## config.mk

```make
export PLATFORM = sky130hd
export DESIGN_NAME = focus_break_countdown_timer
export DESIGN_NICKNAME = d
export VERILOG_FILES = /design/src/fbct_pkg.sv /design/src/focus_break_countdown_timer.sv /design/src/fbct_countdown.sv /design/src/fbct_exec.sv
export SDC_FILE = /design/constraint.sdc
export NUM_CORES = 1
export LEC_CHECK = 0
export ABC_AREA = 1
export BUFFER_PORTS_ARGS = -buffer_cell sky130_fd_sc_hd__buf_2
export CAP_MARGIN = 20
export CORE_MARGIN = 2
export CORE_UTILIZATION = 60
export DETAILED_ROUTE_END_ITERATION = 10
export PLACE_DENSITY = 0.79
export SYNTH_ARGS = -nofsm -noshare
export SYNTH_HDL_FRONTEND = slang
export SYNTH_SLANG_ARGS = --single-unit
```

## constraint.sdc

```tcl
create_clock -name clk -period 7.1 [get_ports clk]
set_input_delay 0.355 -clock clk [delete_from_list [all_inputs] [get_ports clk]]
set_output_delay 0.355 -clock clk [all_outputs]
set_load 0.05 [all_outputs]
```

## src/fbct_pkg.sv

```systemverilog
// shared types, codes and constants of the focus/break countdown timer
`default_nettype none

package fbct_pkg;

  localparam int unsigned SecW  = 17;
  localparam int unsigned MsW   = 27;
  localparam int unsigned TimeW = 32;
  localparam int unsigned OpW   = 3;
  localparam int unsigned IdxW  = 2;

  localparam logic [SecW-1:0] MAX_SECONDS  = SecW'(86399);
  localparam logic [MsW-1:0]  MS_PER_SEC   = MsW'(1000);
  localparam logic [MsW-1:0]  FOCUS_RST_MS = MsW'(1500000);
  localparam logic [MsW-1:0]  BREAK_RST_MS = MsW'(300000);

  typedef enum logic [1:0] {
    PH_IDLE  = 2'd0,
    PH_FOCUS = 2'd1,
    PH_BREAK = 2'd2,
    PH_DONE  = 2'd3
  } phase_t;

  typedef enum logic [OpW-1:0] {
    OP_TICK        = 3'd0,
    OP_START_FOCUS = 3'd1,
    OP_PAUSE_FOCUS = 3'd2,
    OP_RESET_FOCUS = 3'd3,
    OP_START_TIMER = 3'd4,
    OP_PAUSE_TIMER = 3'd5,
    OP_RESET_TIMER = 3'd6
  } op_t;

  typedef enum logic [IdxW-1:0] {
    REG_FOCUS_PRESET = 2'd0,
    REG_BREAK_PRESET = 2'd1
  } reg_idx_t;

  // one command as held in the input register
  typedef struct packed {
    logic [OpW-1:0]   op;
    logic [TimeW-1:0] now_ms;
    logic [MsW-1:0]   start_ms;
  } cmd_t;

  // full status after the last command
  typedef struct packed {
    logic [1:0]     phase;
    logic [MsW-1:0] focus_left_ms;
    logic           focus_active;
    logic [MsW-1:0] break_left_ms;
    logic           break_active;
    logic [MsW-1:0] timer_left_ms;
    logic           timer_active;
    logic           session_running;
  } status_t;

  // saturate to one day minus a second, then scale to milliseconds
  function automatic logic [MsW-1:0] sec_to_ms(input logic [SecW-1:0] secs);
    logic [SecW-1:0] s;
    s = (secs > MAX_SECONDS) ? MAX_SECONDS : secs;
    return MsW'(MsW'(s) * MS_PER_SEC);
  endfunction

endpackage

`default_nettype wire

```

## src/focus_break_countdown_timer.sv

```systemverilog
// Focus/break countdown timer with an independent general timer, in milliseconds.
// Each request is one command; every command returns one status result. An
// accepted request is held in the input register (its seconds field is saturated
// and scaled to milliseconds on the way in), then the command is applied to the
// session registers, which double as the result register. One command completes
// per cycle while the receiver does not stall, set by the single read-modify-write
// of the session registers; a request is still taken while a result waits, until
// the input register is also full. Preset writes are scaled to milliseconds when
// written and are taken at any cycle (cfg_ready is always high).
`default_nettype none

module focus_break_countdown_timer (
  input  wire logic                          clk,
  input  wire logic                          rst_n,
  input  wire logic                          in_valid,
  output logic                               in_stall,
  input  wire logic [fbct_pkg::OpW-1:0]      in_op,
  input  wire logic [fbct_pkg::TimeW-1:0]    in_now_ms,
  input  wire logic [fbct_pkg::SecW-1:0]     in_start_seconds,
  output logic                               out_valid,
  input  wire logic                          out_stall,
  output logic      [1:0]                    out_phase,
  output logic      [fbct_pkg::MsW-1:0]      out_focus_left_ms,
  output logic                               out_focus_active,
  output logic      [fbct_pkg::MsW-1:0]      out_break_left_ms,
  output logic                               out_break_active,
  output logic      [fbct_pkg::MsW-1:0]      out_timer_left_ms,
  output logic                               out_timer_active,
  output logic                               out_session_running,
  input  wire logic                          cfg_valid,
  output logic                               cfg_ready,
  input  wire logic [fbct_pkg::IdxW-1:0]     cfg_index,
  input  wire logic [fbct_pkg::SecW-1:0]     cfg_data
);

  logic                       cmd_valid_r;
  fbct_pkg::cmd_t             cmd_r;
  logic                       out_valid_r;
  logic                       fire;
  logic                       in_take;
  logic [fbct_pkg::MsW-1:0]   focus_preset_ms_r;
  logic [fbct_pkg::MsW-1:0]   break_preset_ms_r;
  fbct_pkg::status_t          status;

  // apply the held command when the result slot is free or draining
  assign fire     = cmd_valid_r && (!out_valid_r || !out_stall);
  assign in_stall = cmd_valid_r && !fire;
  assign in_take  = in_valid && !in_stall;

  always_ff @(posedge clk) begin
    if (!rst_n) begin
      cmd_valid_r <= 1'b0;
    end else if (in_take) begin
      cmd_valid_r <= 1'b1;
    end else if (fire) begin
      cmd_valid_r <= 1'b0;
    end
  end

  always_ff @(posedge clk) begin
    if (in_take) begin
      cmd_r.op       <= in_op;
      cmd_r.now_ms   <= in_now_ms;
      cmd_r.start_ms <= fbct_pkg::sec_to_ms(in_start_seconds);
    end
  end

  always_ff @(posedge clk) begin
    if (!rst_n) begin
      out_valid_r <= 1'b0;
    end else if (fire) begin
      out_valid_r <= 1'b1;
    end else if (!out_stall) begin
      out_valid_r <= 1'b0;
    end
  end

  assign cfg_ready = 1'b1;

  always_ff @(posedge clk) begin
    if (!rst_n) begin
      focus_preset_ms_r <= fbct_pkg::FOCUS_RST_MS;
      break_preset_ms_r <= fbct_pkg::BREAK_RST_MS;
    end else if (cfg_valid) begin
      case (cfg_index)
        fbct_pkg::REG_FOCUS_PRESET: focus_preset_ms_r <= fbct_pkg::sec_to_ms(cfg_data);
        fbct_pkg::REG_BREAK_PRESET: break_preset_ms_r <= fbct_pkg::sec_to_ms(cfg_data);
        default: ;
      endcase
    end
  end

  fbct_exec u_exec (
    .clk             (clk),
    .rst_n           (rst_n),
    .fire            (fire),
    .cmd             (cmd_r),
    .focus_preset_ms (focus_preset_ms_r),
    .break_preset_ms (break_preset_ms_r),
    .status          (status)
  );

  assign out_valid           = out_valid_r;
  assign out_phase           = status.phase;
  assign out_focus_left_ms   = status.focus_left_ms;
  assign out_focus_active    = status.focus_active;
  assign out_break_left_ms   = status.break_left_ms;
  assign out_break_active    = status.break_active;
  assign out_timer_left_ms   = status.timer_left_ms;
  assign out_timer_active    = status.timer_active;
  assign out_session_running = status.session_running;

endmodule

`default_nettype wire

```

## src/fbct_countdown.sv

```systemverilog
// one saturating millisecond countdown with its run flag
`default_nettype none

module fbct_countdown (
  input  wire logic                          apply,
  input  wire logic [fbct_pkg::MsW-1:0]      left,
  input  wire logic                          run,
  input  wire logic [fbct_pkg::TimeW-1:0]    elapsed,
  output logic      [fbct_pkg::MsW-1:0]      left_nxt,
  output logic                               run_nxt
);

  logic expired;

  assign expired = (elapsed >= fbct_pkg::TimeW'(left));

  always_comb begin
    left_nxt = left;
    run_nxt  = run;
    if (apply) begin
      if (left == '0) begin
        run_nxt = 1'b0;
      end else if (run) begin
        if (expired) begin
          left_nxt = '0;
          run_nxt  = 1'b0;
        end else begin
          left_nxt = left - elapsed[fbct_pkg::MsW-1:0];
        end
      end
    end
  end

endmodule

`default_nettype wire

```

## src/fbct_exec.sv

```systemverilog
// session state registers and the per-command update
`default_nettype none

module fbct_exec (
  input  wire logic                       clk,
  input  wire logic                       rst_n,
  input  wire logic                       fire,
  input  wire fbct_pkg::cmd_t             cmd,
  input  wire logic [fbct_pkg::MsW-1:0]   focus_preset_ms,
  input  wire logic [fbct_pkg::MsW-1:0]   break_preset_ms,
  output fbct_pkg::status_t               status
);

  fbct_pkg::phase_t               phase_r, phase_nxt;
  logic [fbct_pkg::MsW-1:0]       focus_left_r, focus_left_nxt;
  logic                           focus_run_r, focus_run_nxt;
  logic [fbct_pkg::MsW-1:0]       break_total_r, break_total_nxt;
  logic [fbct_pkg::MsW-1:0]       break_left_r, break_left_nxt;
  logic                           break_run_r, break_run_nxt;
  logic [fbct_pkg::MsW-1:0]       timer_left_r, timer_left_nxt;
  logic                           timer_run_r, timer_run_nxt;
  logic [fbct_pkg::TimeW-1:0]     last_tick_r, last_tick_nxt;

  logic                           is_tick, tick_counts;
  logic [fbct_pkg::TimeW-1:0]     elapsed;
  logic [fbct_pkg::MsW-1:0]       fcd_left, bcd_left, tcd_left;
  logic                           fcd_run, bcd_run, tcd_run;
  logic                           focus_end, break_end;
  logic [fbct_pkg::MsW-1:0]       focus_len;
  logic                           focus_len_nz, break_len_nz;
  logic                           session_running;

  assign is_tick     = (cmd.op == fbct_pkg::OP_TICK);
  // a tick after a zero timestamp only records the time
  assign tick_counts = is_tick && (last_tick_r != '0);
  assign elapsed     = cmd.now_ms - last_tick_r;

  fbct_countdown u_focus_cd (
    .apply    (tick_counts && (phase_r == fbct_pkg::PH_FOCUS)),
    .left     (focus_left_r),
    .run      (focus_run_r),
    .elapsed  (elapsed),
    .left_nxt (fcd_left),
    .run_nxt  (fcd_run)
  );

  fbct_countdown u_break_cd (
    .apply    (tick_counts && (phase_r == fbct_pkg::PH_BREAK)),
    .left     (break_left_r),
    .run      (break_run_r),
    .elapsed  (elapsed),
    .left_nxt (bcd_left),
    .run_nxt  (bcd_run)
  );

  fbct_countdown u_timer_cd (
    .apply    (tick_counts),
    .left     (timer_left_r),
    .run      (timer_run_r),
    .elapsed  (elapsed),
    .left_nxt (tcd_left),
    .run_nxt  (tcd_run)
  );

  assign focus_end    = tick_counts && (phase_r == fbct_pkg::PH_FOCUS) &&
                        !fcd_run && (fcd_left == '0);
  assign break_end    = tick_counts && (phase_r == fbct_pkg::PH_BREAK) &&
                        !bcd_run && (bcd_left == '0);
  // start_ms is zero only when the command gave zero seconds
  assign focus_len    = (cmd.start_ms != '0) ? cmd.start_ms : focus_preset_ms;
  assign focus_len_nz = (focus_len != '0);
  assign break_len_nz = (break_preset_ms != '0);

  // phase transitions
  always_comb begin
    phase_nxt = phase_r;
    case (cmd.op)
      fbct_pkg::OP_TICK: begin
        if (focus_end) begin
          phase_nxt = (break_total_r != '0) ? fbct_pkg::PH_BREAK : fbct_pkg::PH_DONE;
        end else if (break_end) begin
          phase_nxt = fbct_pkg::PH_DONE;
        end
      end
      fbct_pkg::OP_START_FOCUS: begin
        if (focus_len_nz) begin
          phase_nxt = fbct_pkg::PH_FOCUS;
        end else if (break_len_nz) begin
          phase_nxt = fbct_pkg::PH_BREAK;
        end else begin
          phase_nxt = fbct_pkg::PH_DONE;
        end
      end
      fbct_pkg::OP_RESET_FOCUS: phase_nxt = fbct_pkg::PH_IDLE;
      default:                  phase_nxt = phase_r;
    endcase
  end

  // countdown values and flags
  always_comb begin
    focus_left_nxt  = focus_left_r;
    focus_run_nxt   = focus_run_r;
    break_total_nxt = break_total_r;
    break_left_nxt  = break_left_r;
    break_run_nxt   = break_run_r;
    timer_left_nxt  = timer_left_r;
    timer_run_nxt   = timer_run_r;
    last_tick_nxt   = last_tick_r;
    case (cmd.op)
      fbct_pkg::OP_TICK: begin
        last_tick_nxt  = cmd.now_ms;
        focus_left_nxt = fcd_left;
        focus_run_nxt  = fcd_run;
        break_left_nxt = bcd_left;
        break_run_nxt  = focus_end ? (break_total_r != '0) : bcd_run;
        timer_left_nxt = tcd_left;
        timer_run_nxt  = tcd_run;
      end
      fbct_pkg::OP_START_FOCUS: begin
        focus_left_nxt  = focus_len;
        focus_run_nxt   = focus_len_nz;
        break_total_nxt = break_preset_ms;
        break_left_nxt  = break_preset_ms;
        break_run_nxt   = !focus_len_nz && break_len_nz;
      end
      fbct_pkg::OP_PAUSE_FOCUS: begin
        if ((phase_r == fbct_pkg::PH_FOCUS) && (focus_left_r != '0)) begin
          focus_run_nxt = !focus_run_r;
        end else if ((phase_r == fbct_pkg::PH_BREAK) && (break_left_r != '0)) begin
          break_run_nxt = !break_run_r;
        end
      end
      fbct_pkg::OP_RESET_FOCUS: begin
        focus_left_nxt  = '0;
        focus_run_nxt   = 1'b0;
        break_total_nxt = '0;
        break_left_nxt  = '0;
        break_run_nxt   = 1'b0;
      end
      fbct_pkg::OP_START_TIMER: begin
        timer_left_nxt = cmd.start_ms;
        timer_run_nxt  = 1'b1;
      end
      fbct_pkg::OP_PAUSE_TIMER: timer_run_nxt = !timer_run_r;
      fbct_pkg::OP_RESET_TIMER: begin
        timer_left_nxt = '0;
        timer_run_nxt  = 1'b0;
      end
      default: begin
        last_tick_nxt = last_tick_r;
      end
    endcase
  end

  always_ff @(posedge clk) begin
    if (!rst_n) begin
      phase_r       <= fbct_pkg::PH_IDLE;
      focus_left_r  <= '0;
      focus_run_r   <= 1'b0;
      break_total_r <= '0;
      break_left_r  <= '0;
      break_run_r   <= 1'b0;
      timer_left_r  <= '0;
      timer_run_r   <= 1'b0;
      last_tick_r   <= '0;
    end else if (fire) begin
      phase_r       <= phase_nxt;
      focus_left_r  <= focus_left_nxt;
      focus_run_r   <= focus_run_nxt;
      break_total_r <= break_total_nxt;
      break_left_r  <= break_left_nxt;
      break_run_r   <= break_run_nxt;
      timer_left_r  <= timer_left_nxt;
      timer_run_r   <= timer_run_nxt;
      last_tick_r   <= last_tick_nxt;
    end
  end

  // status outputs
  always_comb begin
    case (phase_r)
      fbct_pkg::PH_FOCUS: session_running = focus_run_r;
      fbct_pkg::PH_BREAK: session_running = break_run_r;
      default:            session_running = 1'b0;
    endcase
    status.phase           = phase_r;
    status.focus_left_ms   = focus_left_r;
    status.focus_active    = focus_run_r;
    status.break_left_ms   = break_left_r;
    status.break_active    = break_run_r;
    status.timer_left_ms   = timer_left_r;
    status.timer_active    = timer_run_r;
    status.session_running = session_running;
  end

endmodule

`default_nettype wire

```

* Word level (Yosys, flattened, before mapping)
Cells that the tools add are included.
** Word-level totals
- Flip-flop bits (word level) :: 254
- Input port bits :: 76
- Output and inout bits :: 90
- Word-level logic and storage cells :: 147
** Operators by class
- $add $sub $neg :: 4
- Multipliers :: 2
- $lt $le $gt $ge :: 5
- Equality and inequality tests :: 17
- Mux-type cells :: 49
- Reductions and logical operators :: 54
** Operators with widths (count)
- $mux 27 :: 13
- $pmux 27 s3 :: 3
- $reduce_bool 27->1 :: 6
- $logic_not 27->1 :: 5
- $ge 32x27->1 :: 3
- $sub 27x27->27 :: 3
- $pmux 27 s2 :: 1
- $mul 17x7->24 const B :: 2
- $gt 17x17->1 const B :: 2
- $mux 17 :: 2
- $reduce_bool 32->1 :: 1
- $sub 32x32->32 :: 1
- $mux 1 :: 22
- $logic_and 1x1->1 :: 13
- $pmux 1 s4 :: 3
- $logic_not 1->1 :: 10
- $reduce_and 2->1 :: 5
- $eq 3x3->1 const B :: 3
- $reduce_and 3->1 :: 3
- $ne 2x1->1 const B :: 4
- $reduce_bool 4->1 :: 2
- $eq 3x2->1 const B :: 2
- $mux 2 :: 3
- $ne 2x2->1 const B :: 3
- 13 further kinds :: 16

* Longest topological paths before layout
Gate-level depths: netlist of run 1.
- Word-level depth :: 12
- Depth in mapped cells :: 38

* Modules after synthesis
From an unflattened synthesis of run 1, not the netlist that was laid out.
** Second synthesis, totals
- Cell total of the unflattened synthesis :: 4087
- Area total of the unflattened synthesis :: 28014.4 um^2
** Modules (own cells, without submodules)
- focus_break_countdown_timer :: times used 1, cells an instance 1203, area an instance 10309.9 um^2, sequential area each 2772.7 um^2
- fbct_exec :: times used 1, cells an instance 1286, area an instance 8694.6 um^2, sequential area each 2902.8 um^2
- fbct_countdown at u_exec.u_focus_cd ... :: times used 2, cells an instance 497, area an instance 2944.1 um^2, sequential area each 0.0 um^2
- fbct_countdown at u_exec.u_break_cd :: times used 1, cells an instance 604, area an instance 3121.7 um^2, sequential area each 0.0 um^2

* Worst setup path before layout of run 1
Ideal clock, no wire load.
- Path kind :: input to register
- Start :: input cfg_data[16] in the netlist's numbering
- End :: register focus_preset_ms_r[26] in the netlist's numbering
- Library setup time :: 0.116 ns
- Arrival time :: 5.713 ns
- Slack :: 1.272 ns
- Stages :: 30
- Buffers on the path :: 1
- Path through :: inv_1 nor4_1 o311ai_0 nand3_1 clkbuf_1 nor2_1 fa_1 inv_1 fa_1 fa_1 inv_1 fa_1 inv_1 ha_1 nand2_1 o21ai_0 nand3_1 nand2_1 a21oi_1 o21bai_1 nand2_1 nand2_1 a21boi_0 o21ai_0 a21oi_1 nor2_1 nor2_1 xor2_1 o21ai_0 inv_1
** On the way
- Word-level cells in the longest chain between the ends :: 3
** Ends and longest elaborated chain
- from (decl) :: RTL line focus_break_countdown_timer.sv:33 : input wire logic [fbct_pkg::SecW-1:0] cfg_data
- $gt 17x17->1 :: RTL line fbct_pkg.sv:61 : s = (secs > MAX_SECONDS) ? MAX_SECONDS : secs;
- $mux 17 (*) :: RTL line fbct_pkg.sv:61
- $mul 17x7->24 (*) :: RTL line fbct_pkg.sv:62 : return MsW'(MsW'(s) * MS_PER_SEC);
- to (signal assigned) :: RTL line focus_break_countdown_timer.sv:82 : focus_preset_ms_r <= fbct_pkg::FOCUS_RST_MS;
- to (signal assigned) :: RTL line focus_break_countdown_timer.sv:86 : fbct_pkg::REG_FOCUS_PRESET: focus_preset_ms_r <= fbct_pkg::sec_to_ms(cfg_data);
- to (decl) :: RTL line focus_break_countdown_timer.sv:41 : logic [fbct_pkg::MsW-1:0] focus_preset_ms_r;
Mark *: on every way between the ends. The rest lies on a longest branch, timed or not.
A chain may end at the register's enable or synchronous reset.

* Worst setup path after layout of run 1
- Start :: input cfg_data[16] in the netlist's numbering
- End :: register break_preset_ms_r[26] in the netlist's numbering
** On the way
- Word-level cells in the longest chain between the ends :: 3
** Ends and longest elaborated chain
- $gt 17x17->1 :: RTL line fbct_pkg.sv:61
- $mux 17 (*) :: RTL line fbct_pkg.sv:61
- $mul 17x7->24 (*) :: RTL line fbct_pkg.sv:62
- to (signal assigned) :: RTL line focus_break_countdown_timer.sv:83 : break_preset_ms_r <= fbct_pkg::BREAK_RST_MS;
- to (signal assigned) :: RTL line focus_break_countdown_timer.sv:87 : fbct_pkg::REG_BREAK_PRESET: break_preset_ms_r <= fbct_pkg::sec_to_ms(cfg_data);
- to (decl) :: RTL line focus_break_countdown_timer.sv:42 : logic [fbct_pkg::MsW-1:0] break_preset_ms_r;
Marked as above.

==> run summary, run 1 <==
Status: finished clean
Top_reg_cell synth: dfxtp_1
# port buffers: 164
Final setup violation count: 0
Slowest stage delay, CP: 0.53 ns
CTS tree: built
Commonest cells after routing, fill and taps aside: 547 x nand2_1, 518 x inv_1, 363 x nor2_1
GR Overflow Total: 0
Clock skew: 0.0150 ns
Register area: 5620 um^2
Area taken by multi-input logic gates: 16,300 um^2
Fin crit period: 6.42 ns
Number of synthesized flops with an enable pin: 59
Flop-to-flop setup slack: 0.88 ns
Commonest non-fill, non-tap cell in the layout: nand2_1
Synth Warn #: 0
Max VDD drop: 0.000261 V
Clock buffer depth: 3
Synthesized Nets: 3,769
Final Cycle Share: 0.905
Post-synthesis sequential area ratio: 0.232
Setup Crit Path Kind: in2reg
Final WL: 83,900 um
CP Data Arrival Time: 6.89 ns
RR Endpoint: u_exec.phase_r[1]
Worst Setup SP: cfg_data[16]
Vias in the first global route: 23,100
Hold Path Sink: cmd_valid_r
Skew-Pair Late Insertion Delay: 0.59 ns
Synth-to-layout area growth: 11.5%
Pwr Total: 0.00807 W
Fraction of registers with async set/reset: 0
Hold depth: 3
ANT nets after route: 0
I/O pin total: 166
Nets: 3,944
Die Height: 205 um
P_leak: 13.1 nW
Root Driver: clkbuf_16
Post-CTS Resized: 0
GRT Overall Usage: 0.393
Pins Over Slew Limit: 0
Crit. End Element: register
Fmax: 156 MHz
Row count: 73
DR pass1 iterations: 6
Slew headroom: 0.288
Area of the mapped netlist: 24,200 um^2
First-pass GRT wire length: 127,000 um
# DRC: 0
Initial Util: 0.609
Crit path launch type: input pin
Post-DR wirelength/cell: 21.0 um
Fillcell total: 3,295
Hold path startpoint: in_valid
Yosys cell types: 62
Reg clk slew, reported paths: 0.06 ns
Post-Synthesis Cells: 3,271
Final HPWL DP: 66,400 um
Crit path max-delay cell type: fa_1
Slew @ Worst Pin: 1.06 ns
Routability cong.: 1.01
Num Clock Sinks: 251
R2R depth: 33
Hold Buf Count CTS: 35
Vias/cell: 5.94
Hold/Removal Path Class: in2reg
Layout cells sized above 1: 0.0917
MaxCap Viol Count: 0
Routed vias: 23,700
Mean Syn Cell Area: 7.40 um^2
Start of the worst register-to-register path: u_exec.last_tick_r[14]
Register bit count reported by yosys: 251
Pin count of the biggest net entering global routing: 85
Cell mode on critical path: inv_1
Num CTS Buffers: 31
Core Area: 39,700 um^2
RSZ-0062 raised after global routing: false
PwrDens: 299 nW/um^2
Initial drt markers: 2,360
Setup TNS: 0 ns
Initial antenna violation count: 0
H-tree levels: 1
Post-CTS Setup Bufs: 0
CP required: 7.57 ns
Full die area: 41,900 um^2
Final-report hold violation count: 0
Die width: 205 um
Worst-path fanout max: 11
Antenna Cells: 0
-- metrics by stage --
stage | hold slack [ns] | area (um^2) | setup WS (ns) | utilization | instances
floorplan | 0.429 | 24200 | 1.27 | - | 3271
global placement | 0.447 | 25500 | 0.592 | 0.643 | 3903
detailed placement | 0.464 | 25500 | 0.192 | 0.643 | 3903
CTS | 0.0605 | 27000 | 0.806 | 0.679 | 3994
global route | 0.0877 | 27000 | 0.103 | 0.679 | 3994
finish | 0.0797 | 27000 | 0.677 | 0.679 | 3994
-- sequential cells by signal, indices dropped and copies added (netlist names) --
register	count
cmd_r	59
out_valid	1
u_exec.break_total_r	24
u_exec.timer_run_r	1
u_exec.break_run_r	1
focus_preset_ms_r	24
u_exec.phase_r	2
u_exec.break_left_r	27
cmd_valid_r	1
u_exec.timer_left_r	27
u_exec.focus_left_r	27
u_exec.last_tick_r	32
u_exec.focus_run_r	1
break_preset_ms_r	24
-- synth_stat cells, drive strengths merged, types with 39 or more instances --
library cell	number	share of area
xnor2	40	0.014
fa	120	0.099
xor2	80	0.029
inv	524	0.081
clkbuf	72	0.011
nor2	381	0.062
o21ai	199	0.041
edfxtp	59	0.073
a21oi	326	0.068
dfxtp	192	0.16
nand3	94	0.020
nor4	39	0.010
ha	302	0.16
nand2	561	0.088
-- power breakdown --
part           switching [W]  total, W  internal, W
sequential          0.000176   0.00189      0.00171
clock               0.000692   0.00174      0.00104
combinational        0.00284   0.00445      0.00161
-- how the worst max path moves through the flow --
stage / endpoint / slack, ns / depth (start not counted)
floorplan: focus_preset_ms_r[26] / 1.27 / 30
global placement: break_preset_ms_r[26] / 0.59 / 31
detailed placement: break_preset_ms_r[26] / 0.19 / 31
CTS: break_preset_ms_r[26] / 0.81 / 31
global route: break_preset_ms_r[26] / 0.10 / 31
finish: break_preset_ms_r[26] / 0.68 / 31
-- worst max-delay path, delay by kind of cell --
| kind | cells | cell delay, ns |
|---|---|---|
| adders and majority gates | 5 | 2.45 |
| buffers and inverters | 8 | 0.93 |
| xor gates and xnor gates | 1 | 0.09 |
| and+or+nand+nor | 9 | 1.44 |
| AOI/OAI and AO/OA | 8 | 1.64 |
-- kinds of logic after synthesis --
logic type	count (synthesis)	share of synthesized area
simple gates	1159	0.204
other cells	1	0.000155
fa+ha+maj	422	0.255
buf+inv	609	0.0960
xor+xnor	120	0.0434
flops	251	0.232
compound gates	709	0.169
-- layout make-up --
type / instances / share of cell area
clock buffers: 37 / 0.0303
clock inverters: 19 / 0.0102
inverters: 525 / 0.0730
multi-input cells: 2411 / 0.603
flip-flops and latches: 251 / 0.208
well taps: 525 / 0.0243
repair buffers: 226 / 0.0509
-- layer usage --
| layer | share of wire | wire length [um] | vias to the layer above | track usage |
|---|---|---|---|---|
| met3 | 0.083 | 6980 | 265 | 0.0663 |
| met1 | 0.40 | 33500 | 11200 | 0.492 |
| met4 | 0.058 | 4890 | 0 | 0.209 |
| met5 | 0 | 0 | - | 0 |
| met2 | 0.46 | 38600 | 1176 | 0.650 |
| li1 | - | - | 11100 | - |
No activity file was read; power rests on OpenSTA's default activity.
==> run 2: changes to the inputs <==
--- a/config.mk
+++ b/config.mk
@@ -11,7 +11,7 @@
 export CORE_MARGIN = 2
 export CORE_UTILIZATION = 60
 export DETAILED_ROUTE_END_ITERATION = 10
-export PLACE_DENSITY = 0.79
+export PLACE_DENSITY = 0.86
 export SYNTH_ARGS = -nofsm -noshare
 export SYNTH_HDL_FRONTEND = slang
 export SYNTH_SLANG_ARGS = --single-unit
==> run 2 against run 1 <==
Effect of this change: hold slack got worse by 0.0064 ns; fmax increased by 4.9%; clock power decreased by 4%; worst setup slack improved by 0.30 ns; non-clock buffer count decreased by 1; final area decreased by 0.19%; total power decreased by 3.3%; wire length decreased by 11%; combinational power decreased by 4%; largest power group unchanged.
==> run summary, run 2 (same netlist as run 1, synthesis figures left out) <==
Commonest non-fill, non-tap cell in the layout: nand2_1
Routability cong.: 1.03 (+1.9%)
Final WL: 74,500 um (-11%)
Cell mode on critical path: inv_1
Slowest stage delay, CP: 0.58 ns (+0.05 ns)
Crit. End Element: register
Status: finished clean
CTS tree: built
Crit path max-delay cell type: fa_1
MaxCap Viol Count: 0 (unchanged)
Largest Register: cmd_r
Initial Util: 0.609 (unchanged)
DR pass1 iterations: 6 (unchanged)
Crit path launch type: input pin
H-tree levels: 1 (unchanged)
Slew headroom: 0.365 (+0.0775)
Reg clk slew, reported paths: 0.06 ns (about the same)
Row count: 73 (unchanged)
Register area: 5620 um^2 (unchanged)
Post-DR wirelength/cell: 18.7 um (-11%)
Die Height: 205 um (unchanged)
Vias/cell: 5.74 (-3.3%)
Fmax: 163 MHz (+4.9%)
PwrDens: 290 nW/um^2 (-3.1%)
Nets: 3,940 (-0.10%)
Layout cells sized above 1: 0.0907 (-0.000996)
Fin crit period: 6.12 ns (-0.300 ns)
DP Worst Slack: 0.420 ns (+0.228 ns)
Fillcell total: 3,386 (+2.8%)
Clock skew: 0.0164 ns (+0.00135 ns)
Clock buffer depth: 3 (unchanged)
Setup Crit Path Kind: in2reg
Num CTS Buffers: 28 (-9.7%)
Core Area: 39,700 um^2 (unchanged)
Slew @ Worst Pin: 0.952 ns (-0.109 ns)
GRT Overall Usage: 0.350 (-0.0429)
# DRC: 0 (unchanged)
Placed cells: 3,902 (-0.026%)
Post-Layout Cell Count: 3,988 (-0.15%)
ANT nets after route: 0 (unchanged)
Max VDD drop: 0.000224 V (-14%)
Initial antenna violation count: 1 (+1)
Pin count of the biggest net entering global routing: 85 (unchanged)
Biggest regs: cmd_r x59, u_exec.last_tick_r x32
Antenna Cells: 0 (unchanged)
Final HPWL DP: 59,500 um (-10%)
P_leak: 13.0 nW (-0.16%)
Setup TNS: 0 ns (unchanged)
GR Overflow Total: 0 (unchanged)
Final Util: 0.678 (-0.00132)
Final Cycle Share: 0.862 (-0.0423)
Worst-path fanout max: 11 (unchanged)
Hold/Removal Path Class: in2reg
# port buffers: 164 (unchanged)
Initial drt markers: 2,568 (+8.8%)
CP Data Arrival Time: 6.58 ns (-0.31 ns)
Pins Over Slew Limit: 0 (unchanged)
Synth-to-layout area growth: 11.3%
Commonest cells after routing, fill and taps aside: 547 x nand2_1, 518 x inv_1, 363 x nor2_1
Skew-Pair Late Insertion Delay: 0.57 ns (-0.02 ns)
Die width: 205 um (unchanged)
Design area: 26,900 um^2 (-0.19%)
Final setup violation count: 0 (unchanged)
Final setup margin: 0.977 ns (+0.300 ns)
First-pass GRT wire length: 115,000 um (-9.4%)
Largest register FFs: 59 (unchanged)
Full die area: 41,900 um^2 (unchanged)
Final-report hold violation count: 0 (unchanged)
Routed vias: 22,900 (-3.5%)
Num Clock Sinks: 251 (unchanged)
Area taken by multi-input logic gates: 16,300 um^2 (unchanged)
Vias in the first global route: 21,600 (-6.6%)
Placement Cell Area: 25,500 um^2 (about the same)
I/O pin total: 166 (unchanged)
RSZ-0062 raised after global routing: false
Root Driver: clkbuf_16
CP required: 7.56 ns (about the same)
Post-CTS Resized: 0 (unchanged)
-- run 2: worst paths after layout --
check / start / to / slack (ns) / depth (start not counted)
hold / removal: cfg_data[0] / focus_preset_ms_r[3] / 0.07 / 3
hold reg to reg: focus_preset_ms_r[17] / focus_preset_ms_r[17] / 0.47 / 2
setup / recovery: cfg_data[16] / break_preset_ms_r[26] / 0.98 / 30
setup reg to reg: cmd_r[27] / u_exec.phase_r[0] / 1.51 / 35
-- run 2: repair_timing --
action                                 CTS  global route
hold buffers                            35             0
buffers inserted                         0             0
endpoints found under the hold margin   35             0
-- run 2: through the flow --
stage	hold WS [ns]	total power, W
2_1_floorplan	0.429	0.00495
3_3_place_gp	0.453	0.00594
4_1_cts	0.0672	0.00776
6_report	0.0734	0.00781
5_1_grt	0.0972	0.00840
3_5_place_dp	0.456	0.00607
-- run 2: area by class of cell --
class / count / share of cell area
Clock inverter: 18 / 0.0106
Sequential cell: 251 / 0.209
Timing Repair Buffer: 225 / 0.0507
Multi-Input combinational cell: 2411 / 0.604
Clock buffer: 33 / 0.0283
Tap cell: 525 / 0.0244
Inverter: 525 / 0.0732
-- run 2: layer usage --
metal | GRT usage | vias to the layer above | wire length (um)
met2 | 0.556 | 1019 | 32900
li1 | - | 11100 | -
met4 | 0.192 | 0 | 4670
met3 | 0.0557 | 230 | 6450
met1 | 0.458 | 10500 | 30500
met5 | 0 | - | 0
-- run 2: report_power, final --
| part | switching (W) | leakage [nW] | internal, W |
|---|---|---|---|
| Sequential | 0.000169 | 2.14 | 0.00171 |
| Combinational | 0.00266 | 10.4 | 0.00159 |
| Clock | 0.000650 | 0.516 | 0.00102 |
| Total | 0.00348 | 13.0 | 0.00432 |
-- run 2: worst max-delay path, delay by kind of cell --
kind            cells  cell delay, ns
fa+ha+maj           5            2.44
simple gates       10            1.56
compound gates      8            1.55
buf+inv             6            0.53
xor+xnor            1            0.15
